[src/rtl/ofdmdf_pkg.sv]
// Package for the OFDM packet deframer: item structs, frame modes, header constants.
// No dependencies; used by every module in rtl/.
package ofdmdf_pkg;

    localparam int unsigned HdrBytes   = 4;
    localparam int unsigned HdrCntW    = $clog2(HdrBytes);
    localparam int unsigned HdrHoldW   = 8 * (HdrBytes - 1);
    localparam int unsigned LenW       = 12;
    localparam int unsigned OffW       = 4;

    localparam logic CMD_BOUNDARY = 1'b0;
    localparam logic CMD_BYTE     = 1'b1;

    typedef enum logic [1:0] {
        MODE_SEARCH  = 2'd0,
        MODE_ARMED   = 2'd1,
        MODE_HEADER  = 2'd2,
        MODE_PAYLOAD = 2'd3
    } frame_mode_t;

    typedef struct packed {
        logic       command;
        logic       sync_flag;
        logic [7:0] data_byte;
    } in_item_t;

    typedef struct packed {
        logic [7:0]      payload_byte;
        logic            last;
        logic            empty_packet;
        logic [OffW-1:0] whitener_offset;
        logic [LenW-1:0] packet_length;
        logic            header_error;
    } out_item_t;

endpackage

[src/rtl/ofdmdf_core.sv]
// Deframer state machine: sync arming, header capture and check, payload count.
// Depends on ofdmdf_pkg.
module ofdmdf_core (
    input  logic                 clk,
    input  logic                 rst_n,
    input  logic                 step,
    input  ofdmdf_pkg::in_item_t item,
    output logic                 res_valid,
    output ofdmdf_pkg::out_item_t res
);

    ofdmdf_pkg::frame_mode_t                 mode_reg, mode_next;
    logic [ofdmdf_pkg::HdrHoldW-1:0]         shift_reg, shift_next;
    logic [ofdmdf_pkg::HdrCntW-1:0]          hcnt_reg, hcnt_next;
    logic [ofdmdf_pkg::LenW-1:0]             len_reg, len_next;
    logic [ofdmdf_pkg::LenW-1:0]             seen_reg, seen_next;
    logic [ofdmdf_pkg::OffW-1:0]             off_reg, off_next;
    logic [8*ofdmdf_pkg::HdrBytes-1:0]       hdr_word;
    logic [ofdmdf_pkg::LenW-1:0]             seen_inc;
    logic [ofdmdf_pkg::LenW-1:0]             hdr_len;

    assign hdr_word = {shift_reg, item.data_byte};
    assign hdr_len  = hdr_word[16 +: ofdmdf_pkg::LenW];
    assign seen_inc = seen_reg + ofdmdf_pkg::LenW'(1);

    always_ff @(posedge clk or negedge rst_n)
    begin
        if (!rst_n)
        begin
            mode_reg  <= ofdmdf_pkg::MODE_SEARCH;
            shift_reg <= '0;
            hcnt_reg  <= '0;
            len_reg   <= '0;
            seen_reg  <= '0;
            off_reg   <= '0;
        end
        else if (step)
        begin
            mode_reg  <= mode_next;
            shift_reg <= shift_next;
            hcnt_reg  <= hcnt_next;
            len_reg   <= len_next;
            seen_reg  <= seen_next;
            off_reg   <= off_next;
        end
    end

    always_comb
    begin
        mode_next  = mode_reg;
        shift_next = shift_reg;
        hcnt_next  = hcnt_reg;
        len_next   = len_reg;
        seen_next  = seen_reg;
        off_next   = off_reg;
        res_valid  = 1'b0;
        res        = '0;
        if (item.command == ofdmdf_pkg::CMD_BOUNDARY)
        begin
            unique case (mode_reg) inside
                ofdmdf_pkg::MODE_SEARCH:
                begin
                    if (item.sync_flag)
                    begin
                        mode_next  = ofdmdf_pkg::MODE_ARMED;
                        shift_next = '0;
                        hcnt_next  = '0;
                    end
                end
                ofdmdf_pkg::MODE_ARMED:   mode_next = ofdmdf_pkg::MODE_HEADER;
                ofdmdf_pkg::MODE_HEADER,
                ofdmdf_pkg::MODE_PAYLOAD: ;
                default: ;
            endcase
        end
        else
        begin
            unique case (mode_reg) inside
                ofdmdf_pkg::MODE_HEADER:
                begin
                    shift_next = hdr_word[ofdmdf_pkg::HdrHoldW-1:0];
                    hcnt_next  = hcnt_reg + ofdmdf_pkg::HdrCntW'(1);
                    if (hcnt_reg == ofdmdf_pkg::HdrCntW'(ofdmdf_pkg::HdrBytes - 1))
                    begin
                        hcnt_next = '0;
                        res_valid = 1'b1;
                        if (hdr_word[31:16] != hdr_word[15:0])
                        begin
                            mode_next        = ofdmdf_pkg::MODE_SEARCH;
                            res.header_error = 1'b1;
                        end
                        else
                        begin
                            len_next  = hdr_len;
                            off_next  = hdr_word[31:28];
                            seen_next = '0;
                            if (hdr_len == '0)
                            begin
                                mode_next           = ofdmdf_pkg::MODE_SEARCH;
                                res.last            = 1'b1;
                                res.empty_packet    = 1'b1;
                                res.whitener_offset = hdr_word[31:28];
                            end
                            else
                            begin
                                mode_next = ofdmdf_pkg::MODE_PAYLOAD;
                                res_valid = 1'b0;
                            end
                        end
                    end
                end
                ofdmdf_pkg::MODE_PAYLOAD:
                begin
                    seen_next           = seen_inc;
                    res_valid           = 1'b1;
                    res.payload_byte    = item.data_byte;
                    res.last            = (seen_inc == len_reg);
                    res.whitener_offset = off_reg;
                    res.packet_length   = len_reg;
                    if (seen_inc == len_reg)
                        mode_next = ofdmdf_pkg::MODE_SEARCH;
                end
                ofdmdf_pkg::MODE_SEARCH,
                ofdmdf_pkg::MODE_ARMED: ;
                default: ;
            endcase
        end
    end

endmodule

[src/rtl/ofdmdf_out_reg.sv]
// Result register of the deframer: holds one result until the receiver takes it.
// Depends on ofdmdf_pkg.
module ofdmdf_out_reg (
    input  logic                  clk,
    input  logic                  rst_n,
    input  logic                  load,
    input  logic                  load_valid,
    input  ofdmdf_pkg::out_item_t load_item,
    output logic                  space,
    output logic                  result_valid,
    input  logic                  result_ready,
    output ofdmdf_pkg::out_item_t result
);

    logic                  valid_reg;
    ofdmdf_pkg::out_item_t item_reg;

    assign space        = !valid_reg || result_ready;
    assign result_valid = valid_reg;
    assign result       = item_reg;

    always_ff @(posedge clk or negedge rst_n)
    begin
        if (!rst_n)
            valid_reg <= 1'b0;
        else if (load)
            valid_reg <= load_valid;
        else if (result_ready)
            valid_reg <= 1'b0;
    end

    always_ff @(posedge clk)
    begin
        if (load && load_valid)
            item_reg <= load_item;
    end

endmodule

[src/rtl/ofdm_packet_deframer.sv]
// Top level of the OFDM packet deframer: input register, core, result register.
// Depends on ofdmdf_pkg, ofdmdf_core and ofdmdf_out_reg.
//
// Usage:
//   item channel (item_valid/item_ready/item) carries symbol-boundary markers
//   (command 0, with sync_flag) and demapped bytes (command 1, with data_byte).
//   result channel (result_valid/result_ready/result) carries payload bytes
//   with last, one empty marker for a zero-length header, or a header error.
//   A transfer on the item channel lands in the input register; once the
//   result register has room, the core updates its state and, if the item
//   yields a result, loads the result register, which drives result_valid.
//   One item is taken every cycle while the receiver keeps up; the single
//   input stage and single result register set that rate.
//   When the receiver stalls, the result register holds and the input
//   register fills, after which item_ready drops until result_ready returns.
//   Items that yield no result pass through without waiting on the receiver
//   only when the result register has room.
//   Reset clears both valid flags and returns the core to sync search.
module ofdm_packet_deframer (
    input  logic                  clk,
    input  logic                  rst_n,
    input  logic                  item_valid,
    output logic                  item_ready,
    input  ofdmdf_pkg::in_item_t  item,
    output logic                  result_valid,
    input  logic                  result_ready,
    output ofdmdf_pkg::out_item_t result
);

    logic                  stage_valid_reg;
    ofdmdf_pkg::in_item_t  stage_item_reg;
    logic                  space;
    logic                  advance;
    logic                  core_valid;
    ofdmdf_pkg::out_item_t core_res;

    assign advance    = stage_valid_reg && space;
    assign item_ready = !stage_valid_reg || space;

    always_ff @(posedge clk or negedge rst_n)
    begin
        if (!rst_n)
            stage_valid_reg <= 1'b0;
        else if (item_ready)
            stage_valid_reg <= item_valid;
    end

    always_ff @(posedge clk)
    begin
        if (item_ready && item_valid)
            stage_item_reg <= item;
    end

    ofdmdf_core u_core (
        .clk       (clk),
        .rst_n     (rst_n),
        .step      (advance),
        .item      (stage_item_reg),
        .res_valid (core_valid),
        .res       (core_res)
    );

    ofdmdf_out_reg u_out (
        .clk          (clk),
        .rst_n        (rst_n),
        .load         (advance),
        .load_valid   (core_valid),
        .load_item    (core_res),
        .space        (space),
        .result_valid (result_valid),
        .result_ready (result_ready),
        .result       (result)
    );

    a_ready_when_empty: assert property (@(posedge clk) disable iff (!rst_n)
        !stage_valid_reg |-> item_ready)
        else $error("item_ready low with empty input register");

    a_stall_blocks_input: assert property (@(posedge clk) disable iff (!rst_n)
        stage_valid_reg && result_valid && !result_ready |-> !item_ready)
        else $error("input taken while both stages are held");

    a_error_clean: assert property (@(posedge clk) disable iff (!rst_n)
        result_valid && result.header_error |->
            !result.last && !result.empty_packet && result.packet_length == '0)
        else $error("header error result carries packet fields");

    a_empty_last: assert property (@(posedge clk) disable iff (!rst_n)
        result_valid && result.empty_packet |-> result.last && result.packet_length == '0)
        else $error("empty marker without last or with length");

endmodule
[config.mk]
export PLATFORM = sky130hd
export DESIGN_NAME = ofdm_packet_deframer
export DESIGN_NICKNAME = d
export VERILOG_FILES = /design/src/rtl/ofdmdf_pkg.sv /design/src/rtl/ofdmdf_core.sv /design/src/rtl/ofdmdf_out_reg.sv /design/src/rtl/ofdm_packet_deframer.sv
export SDC_FILE = /design/constraint.sdc
export NUM_CORES = 1
export LEC_CHECK = 0
export BUFFER_PORTS_ARGS = -buffer_cell sky130_fd_sc_hd__buf_2
export CAP_MARGIN = 20
export CORE_ASPECT_RATIO = 1.5
export CORE_MARGIN = 5
export CORE_UTILIZATION = 59
export CTS_CLUSTER_DIAMETER = 100
export DETAILED_ROUTE_END_ITERATION = 7
export GPL_TIMING_DRIVEN = 0
export HOLD_SLACK_MARGIN = 0.15
export PLACE_DENSITY = 0.84
export SYNTH_ARGS = -nofsm -noshare
export SYNTH_HDL_FRONTEND = slang
export SYNTH_SLANG_ARGS = --single-unit
[constraint.sdc]
create_clock -name clk -period 3.3 [get_ports clk]
set_clock_uncertainty 0.05 [all_clocks]
set_input_delay 0.825 -clock clk [delete_from_list [all_inputs] [get_ports clk]]
set_output_delay 0.825 -clock clk [all_outputs]
set_load 0.1 [all_outputs]
* Word-level counts from Yosys, hierarchy flattened
Cells that the tools add are included.
** Storage, ports and cells
- Bits in registers :: 95
- Input bits :: 14
- Output and inout port bits :: 29
** Cells by class
- Add/subtract/negate cells :: 2
- Equal/unequal tests :: 13
- Muxes and demuxes :: 33
- Bitwise gates (word level) :: 4
- Reduce and logical (&&, ||, !) cells :: 21
** Operators by type and width (count)
- $mux 24 :: 4
- $mux 12 :: 2
- $pmux 12 s2 :: 1
- $mux 2 :: 11
- $mux 6 :: 3
- $ne 16x16->1 :: 1
- $add 12x1->12 const B :: 1
- $eq 12x12->1 :: 1
- $logic_not 12->1 :: 1
- $reduce_and 5->1 :: 2
- $ne 3x3->1 const B :: 3
- $pmux 2 s2 :: 2
- $pmux 4 s2 :: 1
- $reduce_bool 2->1 :: 4
- $mux 1 :: 7
- $eq 2x2->1 const B :: 3
- $reduce_and 6->1 :: 1
- $ne 2x2->1 const B :: 2
- $not 1->1 :: 4
- $pmux 1 s2 :: 2
- $reduce_and 4->1 :: 1
- $reduce_or 4->1 :: 1
- $logic_and 1x1->1 :: 3
- $ne 3x1->1 const B :: 1
- other kinds (9) :: 11

* Depth between registers and ports, before layout
Gate-level depths: netlist of the first run.
- Depth after elaboration :: 7
- Gate-level depth with buffers :: 8
- Mapped depth without buffers :: 7

* Cells and area by module
A second synthesis of the first run with hierarchy kept.
** Unflattened totals
- Cells, all modules :: 342
- Area total of the unflattened synthesis :: 4356.7 um^2
** By module, submodules not included
- ofdmdf_core :: times used 1, cells each 296, area each 3130.5 um^2, seq. area each 1401.3 um^2
- ofdmdf_out_reg :: times used 1, cells each 31, area each 865.8 um^2, seq. area each 835.8 um^2
- ofdm_packet_deframer :: times used 1, cells each 15, area each 360.3 um^2, seq. area each 325.3 um^2

* Least setup slack after synthesis of the first run
No wires, ideal clock.
- Kind :: reg-to-reg
- Start point :: register u_out.valid_reg, in the netlist u_out.result_valid
- End point :: register u_out.item_reg, in the netlist u_out.result[0] (enable)
- Setup time :: 0.411 ns
- Data arrival time :: 2.555 ns
- Data required time :: 2.839 ns
- Path slack :: 0.284 ns
- Cell stages (with the launch flop) :: 5
- Clock period less this slack :: 3.016 ns
- Cells stage by stage :: dfrtp_1 -> nand2b_1 -> and2_1 -> nand3_1 -> nor2_1
** Between the ends
- Cells in the longest elaborated chain, start to end :: 4
** Ends and longest elaborated chain
- start: declaration :: RTL line ofdmdf_out_reg.sv:15 : logic valid_reg;
- start signal: assignment :: RTL line ofdmdf_out_reg.sv:27 : valid_reg <= load_valid;
- $logic_not 1->1 :: RTL line ofdmdf_out_reg.sv:18 : assign space = !valid_reg || result_ready;
- $logic_or 1x1->1 :: RTL line ofdmdf_out_reg.sv:18
- $logic_and 1x1->1 :: RTL line ofdm_packet_deframer.sv:37 : assign advance = stage_valid_reg && space;
- $logic_and 1x1->1 :: RTL line ofdmdf_out_reg.sv:34 : if (load && load_valid)
- end signal: assignment :: RTL line ofdmdf_out_reg.sv:35 : item_reg <= load_item;
- end: declaration :: RTL line ofdmdf_out_reg.sv:16 : ofdmdf_pkg::out_item_t item_reg;
No other way between the ends.
A chain may end at the register's enable or synchronous reset.

* Final worst setup path of the first run
- Start point :: register u_core.seen_reg[0] in the netlist's numbering
- End point :: register u_out.item_reg, in the netlist u_out.result[18], data pin
** Between the ends
- Cells in the longest elaborated chain, start to end :: 3
** Ends and longest elaborated chain
- start: declaration :: RTL line ofdmdf_core.sv:16 : logic [ofdmdf_pkg::LenW-1:0] seen_reg, seen_next;
- start signal: assignment :: RTL line ofdmdf_core.sv:43 : seen_reg <= seen_next;
- $add 12x1->12 :: RTL line ofdmdf_core.sv:24 : assign seen_inc = seen_reg + ofdmdf_pkg::LenW'(1);
- $eq 12x12->1 :: RTL line ofdmdf_core.sv:117 : res.last = (seen_inc == len_reg);
- $pmux 1 s2 :: RTL line ofdmdf_core.sv:78 : unique case (mode_reg) inside
No other way between the ends.

==> impl_metrics.csv, run 1 <==
group,metric,value,unit
sta,rsz0062_at_grt,"false",
place,dpl.cell_count,506,
global_route,grt_first_pass_wirelength,15.2,mm
route,wl_met2,5.09,mm
power_and_ir_drop,leakagePower,2.12,nW
sta,postLayoutSetupSlackWorst,588,ps
route,drt_iter0_drc,171,
floorplanning,die_y,115,µm
critical_path,endpoint_kind,"flip-flop",
sta,slew_headroom,0.575,
route,wirelength,9.27,mm
synthesis,avgSynthCellArea,12.0,µm²
synthesis,synth_top_area_share,0.334,
critical_path,cp.required,3490,ps
critical_path,r2r-start,"u_core.seen_reg[0]$_DFFE_PN0P_",
floorplanning,rows,38,
final_layout,finalNonFillerCells,522,
route,viasPerCell,5.79,
power_and_ir_drop,p_int,2.12,mW
floorplanning,ios,43,
clocking,cts-root-buf,"clkbuf_8",
final_layout,drive_above_1_share,0.164,
critical_path,worst_setup_path_start_kind,"flip-flop",
clocking,post-cts-setup-buffers,0,
synthesis,synth_edf_count,37,
clocking,cts_tree,"yes",
sta,setup_viol,0,
power_and_ir_drop,p_sw_frac,0.372,
floorplanning,dieWidth,80.1,µm
power_and_ir_drop,switchingPower,1.26,mW
synthesis,postSynthCellCount,362,
final_layout,diodes,0,
critical_path,reg2reg_depth,7,
final_layout,register_area,0.00256,mm²
flow_run,cap_violations,0,
synthesis,ys_seq_area_frac,0.589,
power_and_ir_drop,peakVddDrop,0.000551,V
global_route,antenna_found_initial,0,
synthesis,yosys_warnings,0,
critical_path,cp_max_fo,10,
final_layout,multi_input_area,0.00169,mm²
critical_path,crit_type,"reg2reg",
sta,fmax,0.369,GHz
synthesis,yosysMostFrequentCell,"dfrtp_1",
synthesis,async_reset_ff_frac,0.611,
place,pre_cts_ws,603,ps
sta,worst_pin_slew,632,ps
clocking,clock-sinks,95,
route,wire_per_inst,17.8,µm
place,dp_hpwl,6.81,mm
synthesis,synth.distinct_cells,45,
synthesis,synth_common_cells,"58 x dfrtp_1, 37 x edfxtp_1, 26 x a22o_1, 24 x and2_1, 23 x xor2_1",
synthesis,ys_ff_latch,95,
clocking,clock_path_buffers,2,
worst_hold_path,min-delay-path-class,"in2async",
power_and_ir_drop,p_comb_frac,0.275,
route,ant_nets,0,
critical_path,regToRegSetupSlack,590,ps
synthesis,synth_nets,378,
route,top_layer,"met4",
final_layout,fill_cells,589,
power_and_ir_drop,p_per_area,687,mW/mm²
synthesis,yosys.area.top_type,"dfrtp_1",
clocking,cts_hold_buf,0,
clocking,cts_resized,0,
clocking,clk_latency,370,ps
critical_path,r2r_end,"u_out.result[18]$_SDFFCE_PN0P_",
route,met1_length,3.60,mm
route,met3_length,302,µm
status,outcome,"complete, no violations",
critical_path,setup.worst_path.end,"u_out.result[18]$_SDFFCE_PN0P_",
critical_path,startpoint,"u_core.seen_reg[0]$_DFFE_PN0P_",
synthesis,yosys-top-cells-area,"dfrtp_1 33%, edfxtp_1 26%, a22o_1 5.2%",
global_route,grt_pass1_vias,2980,
sta,hold_viol_final,0,
final_layout,area_growth,13.2,%
sta,timing.final.crit_share,0.822,
synthesis,synth_area,0.00435,mm²
synthesis,ys.flop_type,"dfrtp_1",
place,place.gp.congestion,0.936,
global_route,overflow,0,
clocking,htree_levels,3,
route,dr.pass1.iters,4,
final_layout,largest_reg_flops,27,
global_route,grt_usage,0.219,
place,place_area,0.00472,mm²
route,vias,3024,
sta,fin_hold_ws,327,ps
floorplanning,dieArea,0.00922,mm²
route,drc_errors,0,
final_layout,num-nets-final,433,
clocking,path_clk_slew,100,ps
floorplanning,core,0.00723,mm²
floorplanning,start_util,0.602,
critical_path,crit_arrival,2900,ps
sta,finalCriticalPeriod,2710,ps
place,io_buffers,42,
clocking,cts_buffers,9,
sta,report.final.slew_viol_count,0,
power_and_ir_drop,p_clk_frac,0.228,
power_and_ir_drop,p_seq_frac,0.496,
final_layout,final_cell_area,0.00492,mm²
global_route,grt_max_degree,44,
-- power by group through the flow --
stage	registers (mW)	clock network (mW)	logic, mW
floorplan	1.83	0	0.530
global placement	1.68	0	0.892
detailed placement	1.69	0	0.921
CTS	1.67	0.788	0.936
global route	1.70	0.844	1.01
finish	1.68	0.773	0.931
-- layout by cell type, fill, tap and decap left out, types with 2 or more instances in the layout --
cell        count
inv_6           2
nor2_1         21
clkbuf_1       13
o21a_1          2
o31ai_1         2
a31oi_1        10
and4_1          2
inv_1           5
mux2_1         15
a21oi_1        13
o21ai_0         8
ha_1            2
xnor2_1         8
clkinvlp_4      2
o21ai_1        11
and2_1         24
nand3_1         6
a22o_1         26
clkbuf_8        9
nand4_1         5
xor2_1         23
a22oi_1         4
nor4_1          9
nor2b_1         5
nand2b_1        3
mux2i_1         2
or3_1           4
nand2_1        17
buf_2          45
edfxtp_1       37
nor3_1          4
dfrtp_1        58
and3_1          4
-- worst min-delay path by stage --
stage / to / slack, ps / depth (start not counted)
2_1_floorplan: u_core.off_reg[0]$_DFFE_PN0P_ / 410 / 1
3_3_place_gp: u_core.off_reg[1]$_DFFE_PN0P_ / 420 / 1
3_5_place_dp: u_core.off_reg[0]$_DFFE_PN0P_ / 430 / 1
4_1_cts: u_core.seen_reg[4]$_DFFE_PN0P_ / 330 / 1
5_1_grt: u_core.seen_reg[6]$_DFFE_PN0P_ / 340 / 1
6_report: u_core.seen_reg[6]$_DFFE_PN0P_ / 330 / 1
-- cell type report --
| class | count | area share |
|---|---|---|
| Sequential cell | 95 | 0.520 |
| Clock inverter | 7 | 0.0158 |
| Timing Repair Buffer | 44 | 0.0498 |
| Multi-Input combinational cell | 244 | 0.343 |
| Tap cell | 100 | 0.0254 |
| Clock buffer | 9 | 0.0252 |
| Inverter | 5 | 0.00381 |
| Buffer | 18 | 0.0168 |
-- metrics by stage --
stage / util / power [mW] / TNS (ps)
floorplan: - / 2.36 / 0
global placement: 0.648 / 2.57 / -8640
detailed placement: 0.653 / 2.62 / 0
CTS: 0.681 / 3.40 / 0
global route: 0.681 / 3.56 / 0
finish: 0.681 / 3.38 / 0
-- worst max-delay path: stages, from the launching register on --
cell and delay, ps:
dfrtp_1 470, ha_1 320, nand3_4 160, a311o_1 340
and3_1 170, or4_4 490, nor4_4 390, a21o_1 190
-- kinds of logic (layout without fill, tap and decap cells) --
| family | after synthesis | in the layout | synth area share |
|---|---|---|---|
| AO/OA/AOI/OAI | 82 | 82 | 0.129 |
| multiplexers | 17 | 17 | 0.0434 |
| flip-flops | 95 | 95 | 0.589 |
| XOR/XNOR | 31 | 31 | 0.0624 |
| adder cells (fa/ha/maj) | 2 | 2 | 0.00575 |
| AND/OR/NAND/NOR | 112 | 112 | 0.147 |
| buffers and inverters | 23 | 83 | 0.0233 |
-- per-layer routing --
layer	global-route usage	vias to the layer above
li1	-	1447
met1	0.255	1478
met2	0.393	80
met3	0.0345	19
met4	0.0981	0
met5	0	-
Power figures use the tool's default switching activity.
==> run 2, diff against run 1 <==
--- a/config.mk
+++ b/config.mk
@@ -9,12 +9,12 @@
 export CAP_MARGIN = 20
 export CORE_ASPECT_RATIO = 1.5
 export CORE_MARGIN = 5
-export CORE_UTILIZATION = 59
+export CORE_UTILIZATION = 53
 export CTS_CLUSTER_DIAMETER = 100
 export DETAILED_ROUTE_END_ITERATION = 7
 export GPL_TIMING_DRIVEN = 0
 export HOLD_SLACK_MARGIN = 0.15
-export PLACE_DENSITY = 0.84
+export PLACE_DENSITY = 0.8
 export SYNTH_ARGS = -nofsm -noshare
 export SYNTH_HDL_FRONTEND = slang
 export SYNTH_SLANG_ARGS = --single-unit
==> constraint.sdc (replaced) <==
create_clock -name clk -period 2.2 [get_ports clk]
set_clock_uncertainty 0.05 [all_clocks]
set_input_delay 0.55 -clock clk [delete_from_list [all_inputs] [get_ports clk]]
set_output_delay 0.55 -clock clk [all_outputs]
set_load 0.1 [all_outputs]
==> run 2 against run 1 <==
The run now ends with setup timing left. Hold slack got worse by 7.9 ps. Combinational power rose by 92%. Register-to-register slack got worse by 640 ps. Count of clock-buffer cells in the layout rose by 2. Sequential power rose by 51%. Largest cell class unchanged.
==> impl_metrics.csv, run 2 (synthesis gave the netlist of run 1 again) <==
group,metric,value,unit
critical_path,crit_family,"simple AND/OR/NAND/NOR gates",
place,place.gp.congestion,0.933,
clocking,clock_path_buffers,2,
sta,rsz0062_at_grt,"true",
critical_path,worst-path-buf-inv,0,
worst_hold_path,min-delay-path-class,"in2reg",
clocking,cts-root-buf,"clkbuf_16",
critical_path,r2r_end,"u_out.result[15]$_SDFFCE_PN0P_",
flow_run,cap_violations,0,
status,violations,"setup timing",
floorplanning,ios,43,
critical_path,endpoint_kind,"flip-flop",
final_layout,register_area,0.00257,mm²
floorplanning,die_y,121,µm
sta,finalCriticalPeriod,2260,ps
sta,timing.final.crit_share,1.03,
worst_hold_path,min_path_cells,1,
place,dp_hpwl,6.80,mm
sta,fin_setup_tns,-383,ps
floorplanning,core,0.00801,mm²
final_layout,largest_reg_flops,27,
global_route,overflow,0,
route,dr.pass1.iters,5,
floorplanning,dieArea,0.0102,mm²
clocking,clock-sinks,95,
sta,slew_headroom,0.649,
critical_path,cp_cell_sequence,"nor4_1 -> nand3_2 -> nor4_4 -> a22oi_1 -> nor2_1",
floorplanning,start_util,0.543,
place,place_area,0.00474,mm²
global_route,grt_pass1_vias,3357,
final_layout,fill_cells,551,
final_layout,area_growth,25.3,%
critical_path,cp.required,2320,ps
critical_path,cp_max_fo,5,
global_route,grt_max_degree,44,
floorplanning,rows,40,
route,viasPerCell,6.07,
final_layout,finalNonFillerCells,552,
final_layout,final_cell_area,0.00545,mm²
route,wirelength,10.9,mm
final_layout,diodes,0,
final_layout,multi_input_area,0.00187,mm²
worst_hold_path,min_to,"stage_item_reg[5]$_DFFE_PP_",
floorplanning,dieWidth,84.0,µm
route,wire_per_inst,19.7,µm
route,top_layer,"met4",
route,met1_length,3.85,mm
place,io_buffers,42,
sta,fmax,0.443,GHz
critical_path,slowest_delay,460,ps
critical_path,crit_type,"reg2reg",
route,wl_met2,5.62,mm
final_layout,drive_above_1_share,0.304,
sta,hold_viol_final,0,
clocking,cts_buffers,9,
place,dpl.cell_count,510,
power_and_ir_drop,leakagePower,2.31,nW
critical_path,r2r-start,"u_core.shift_reg[13]$_DFFE_PN0P_",
worst_hold_path,worstHoldStart,"item[5]",
clocking,path_clk_slew,70,ps
route,met3_length,633,µm
critical_path,reg2reg_depth,5,
power_and_ir_drop,peakVddDrop,0.000791,V
critical_path,crit_arrival,2370,ps
critical_path,crit_slowest_cell,"nor4_1",
route,vias,3350,
critical_path,regToRegSetupSlack,-60,ps
sta,setup_viol,11,
clocking,cts_tree,"yes",
sta,worst_pin_slew,526,ps
status,outcome,"finished with violations",
global_route,grt_first_pass_wirelength,16.6,mm
route,drt_iter0_drc,263,
power_and_ir_drop,p_per_area,1080,mW/mm²
global_route,grt_usage,0.214,
final_layout,num-nets-final,458,
final_layout,utilization,0.680,
route,ant_nets,0,
sta,postLayoutSetupSlackWorst,-55.5,ps
final_layout,final_cell_mix,"50 x dfrtp_1, 46 x buf_2, 37 x edfxtp_1, 26 x a22o_1, 23 x and2_1",
sta,report.final.slew_viol_count,0,
global_route,antenna_found_initial,0,
final_layout,final_common_cell,"dfrtp_1",
critical_path,worst_setup_path_start_kind,"flip-flop",
clocking,htree_levels,3,
route,drc_errors,0,
clocking,clk_latency,350,ps
[run 2: cell count changes in the layout (fill, tap and decap cells not counted), sizes merged]
cell / change
inv: -1
clkinvlp: -1
dlygate4sd3: +1
nor2: +1
clkbuf: -2
buf: +27
[run 2: layout make-up]
cell class | count | area share
inverter | 5 | 0.00344
tap | 105 | 0.0241
clock buffer | 11 | 0.0427
sequential | 95 | 0.473
buffer | 15 | 0.0145
timing repair buffer | 71 | 0.0870
multi-input combinational | 245 | 0.344
clock inverter | 5 | 0.0117
[run 2: repair_timing]
item | 4_1_cts | 5_1_grt
hold endpoints to repair | 15 | 0
setup buffers | 19 | 7
endpoints found under the setup margin | 77 | 78
resized for setup | 24 | 36
hold buffers | 1 | 0
pin swaps | 13 | 15
gates cloned | 1 | 1
[run 2: power breakdown]
part	switching, mW	total [mW]	internal, mW	leakage (nW)
Clock	0.668	1.56	0.892	0.141
Sequential	0.361	2.54	2.17	1.10
Combinational	1.14	1.79	0.656	1.07
Total	2.17	5.89	3.72	2.31
[run 2: stage by stage]
step	hold slack, ps	worst slack [ps]	power (mW)
floorplan	204	-43.0	3.57
global placement	419	-347	3.89
detailed placement	431	-434	3.95
CTS	309	-181	5.69
global route	314	-164	6.12
finish	319	-55.5	5.89
[run 2: layer usage]
layer | global-route usage | up-vias
met5 | 0 | -
met4 | 0.158 | 0
met3 | 0.0442 | 57
met2 | 0.366 | 183
met1 | 0.232 | 1604
li1 | - | 1506
[run 2: worst max-delay path by stage]
stage	startpoint	end	slack, ps	cells past startpoint
floorplan	u_out.result_valid$_DFFE_PN0P_	stage_item_reg[0]$_DFFE_PP_	-40	2
finish	u_core.shift_reg[13]$_DFFE_PN0P_	u_out.result[15]$_SDFFCE_PN0P_	-60	5
global route	u_core.shift_reg[22]$_DFFE_PN0P_	u_core.len_reg[7]$_DFFE_PN0P_	-160	8
global placement	u_core.shift_reg[14]$_DFFE_PN0P_	u_core.len_reg[3]$_DFFE_PN0P_	-350	6
CTS	u_core.seen_reg[2]$_DFFE_PN0P_	u_out.result[18]$_SDFFCE_PN0P_	-180	7
detailed placement	u_core.shift_reg[14]$_DFFE_PN0P_	u_core.len_reg[5]$_DFFE_PN0P_	-430	6
==> run 3, diff against run 2 <==
--- a/config.mk
+++ b/config.mk
@@ -5,16 +5,16 @@
 export SDC_FILE = /design/constraint.sdc
 export NUM_CORES = 1
 export LEC_CHECK = 0
-export BUFFER_PORTS_ARGS = -buffer_cell sky130_fd_sc_hd__buf_2
 export CAP_MARGIN = 20
 export CORE_ASPECT_RATIO = 1.5
 export CORE_MARGIN = 5
-export CORE_UTILIZATION = 53
+export CORE_UTILIZATION = 57
 export CTS_CLUSTER_DIAMETER = 100
 export DETAILED_ROUTE_END_ITERATION = 7
+export DONT_BUFFER_PORTS = 1
 export GPL_TIMING_DRIVEN = 0
 export HOLD_SLACK_MARGIN = 0.15
-export PLACE_DENSITY = 0.8
+export PLACE_DENSITY = 0.79
 export SYNTH_ARGS = -nofsm -noshare
 export SYNTH_HDL_FRONTEND = slang
 export SYNTH_SLANG_ARGS = --single-unit
==> run 3 against run 2 <==
The run still ends with setup timing left. Hold slack got worse by 76 ps. Cell area fell by 2.5%. Sequential cell count did not move. First-iteration DRC count fell by 13%. Die area fell by 6.3%. Utilization rose by 2.7 points. Total power fell by 2.7%. Final cell count fell by 8.2%. Maximum frequency fell by 6.6%. Via count fell by 6.3%. Critical path depth fell by 4. Sequential share of layout area rose by 1.2 points.
==> impl_metrics.csv, run 3 (synthesis gave the netlist of run 1 again) <==
group,metric,value,unit
floorplanning,die_y,117,µm
floorplanning,core,0.00751,mm²
place,place.gp.congestion,0.975,
critical_path,slowest_delay,850,ps
clocking,clock-sinks,95,
power_and_ir_drop,switchingPower,2.14,mW
final_layout,final_common_cell,"dfrtp_1",
sta,finalCriticalPeriod,2410,ps
sta,setup_viol,41,
clocking,cts_tree,"yes",
critical_path,cp.required,1600,ps
final_layout,register_area,0.00258,mm²
route,wirelength,10.7,mm
sta,rsz0062_at_grt,"true",
floorplanning,rows,39,
final_layout,largest_reg_flops,27,
global_route,grt_first_pass_wirelength,16.2,mm
clocking,path_clk_slew,60,ps
clocking,clk_latency,350,ps
sta,hold_viol_final,0,
sta,timing.final.crit_share,1.10,
floorplanning,dieArea,0.00951,mm²
final_layout,drive_above_1_share,0.267,
floorplanning,start_util,0.579,
critical_path,worst-path-buf-inv,0,
critical_path,cp_cell_sequence,"nand3b_1",
route,ant_nets,0,
flow_run,cap_violations,0,
critical_path,endpoint_kind,"primary output",
global_route,grt_usage,0.234,
critical_path,crit_slowest_cell,"nand3b_1",
route,drc_errors,0,
global_route,grt_max_degree,59,
power_and_ir_drop,p_int,3.59,mW
floorplanning,dieWidth,81.3,µm
sta,postLayoutSetupSlackWorst,-214,ps
clocking,htree_levels,3,
route,dr.pass1.iters,5,
power_and_ir_drop,p_seq_frac,0.498,
route,vias,3140,
critical_path,crit_family,"simple AND/OR/NAND/NOR gates",
final_layout,final_cell_mix,"49 x dfrtp_1, 37 x edfxtp_1, 26 x a22o_1, 23 x and2_1, 22 x xor2_1",
power_and_ir_drop,peakVddDrop,0.000919,V
critical_path,regToRegSetupSlack,-100,ps
route,wire_per_inst,21.0,µm
global_route,grt_pass1_vias,3138,
power_and_ir_drop,p_per_area,1080,mW/mm²
status,outcome,"finished with violations",
critical_path,crit_arrival,1810,ps
place,dpl.cell_count,464,
clocking,cts_buffers,9,
sta,report.final.slew_viol_count,0,
final_layout,fill_cells,534,
global_route,overflow,0,
status,violations,"setup timing",
sta,fin_setup_tns,-2280,ps
final_layout,multi_input_area,0.00193,mm²
power_and_ir_drop,p_comb_frac,0.248,
route,viasPerCell,6.19,
critical_path,cp_max_fo,3,
final_layout,area_growth,22.2,%
floorplanning,ios,43,
place,io_buffers,0,
place,dp_hpwl,6.87,mm
clocking,clock_path_buffers,2,
worst_hold_path,min-delay-path-class,"in2reg",
global_route,antenna_found_initial,0,
power_and_ir_drop,leakagePower,2.18,nW
final_layout,num-nets-final,416,
clocking,cts-root-buf,"clkbuf_16",
final_layout,finalNonFillerCells,507,
final_layout,diodes,0,
critical_path,crit_type,"reg2out",
critical_path,worst_setup_path_start_kind,"flip-flop",
power_and_ir_drop,power,5.73,mW
sta,slew_headroom,0.258,
power_and_ir_drop,p_clk_frac,0.254,
route,drt_iter0_drc,228,
sta,worst_pin_slew,1110,ps
final_layout,utilization,0.707,
sta,fmax,0.414,GHz
power_and_ir_drop,p_sw_frac,0.374,
-- run 3: cell count changes in the layout (fill, tap and decap cells not counted), moves of 2 or more --
cell | previous run | this run
buf_4 | 21 | 18
buf_6 | 7 | 9
mux2_1 | 11 | 0
nand2_2 | 0 | 2
clkinv_2 | 0 | 3
nand2_1 | 17 | 15
nor4_2 | 5 | 3
buf_2 | 46 | 2
mux2_4 | 4 | 15
clkbuf_4 | 0 | 2
-- run 3: stage by stage --
stage | hold WS (ps) | area, µm² | setup WS, ps
final | 243 | 5310 | -214
after global routing | 232 | 5310 | -268
after detailed placement | 206 | 4500 | -461
after floorplan | 204 | 4380 | -43.0
after CTS | 239 | 5150 | -227
after global placement | 206 | 4500 | -367
-- run 3: repair_timing --
item	CTS	global route
buffers inserted	23	3
gates resized for setup	36	40
gates cloned	2	0
hold buffers	2	0
pin swaps	14	12
endpoints found under the hold margin	58	0
endpoints found under the setup margin	90	91
-- run 3: path summary, 6_finish.rpt --
path | startpoint | to | depth (start not counted)
max reg2reg | u_out.result_valid$_DFFE_PN0P_ | stage_item_reg[6]$_DFFE_PP_ | 2
min in group asynchronous | rst_n | u_core.seen_reg[9]$_DFFE_PN0P_ | 2
min | item[4] | stage_item_reg[4]$_DFFE_PP_ | 0
min reg2reg | u_core.off_reg[3]$_DFFE_PN0P_ | u_core.off_reg[3]$_DFFE_PN0P_ | 1
max in group asynchronous | rst_n | u_core.shift_reg[12]$_DFFE_PN0P_ | 2
max | u_out.result_valid$_DFFE_PN0P_ | item_ready | 1
-- run 3: metal layers --
metal	wire length (µm)	vias up	global-route usage
li1	-	1411	-
met1	4130	1612	0.265
met2	5790	92	0.420
met3	354	25	0.0375
met4	388	0	0.118
met5	0	-	0
-- run 3: power by group through the flow --
| stage | clock network (mW) | registers [mW] | logic, mW |
|---|---|---|---|
| 4_1_cts | 1.47 | 2.82 | 1.31 |
| 5_1_grt | 1.55 | 2.89 | 1.52 |
| 2_1_floorplan | 0 | 2.75 | 0.815 |
| 3_5_place_dp | 0 | 2.87 | 1.01 |
| 3_3_place_gp | 0 | 2.85 | 0.975 |
| 6_report | 1.46 | 2.85 | 1.42 |
-- run 3: cell type report --
class,instances,share of cell area
multi-input cells,245,0.363
flip-flops and latches,95,0.485
clock inverters,6,0.00824
clock buffers,10,0.0431
inverters,5,0.00353
plain buffers,15,0.0170
repair buffers,29,0.0565
well taps,102,0.0240
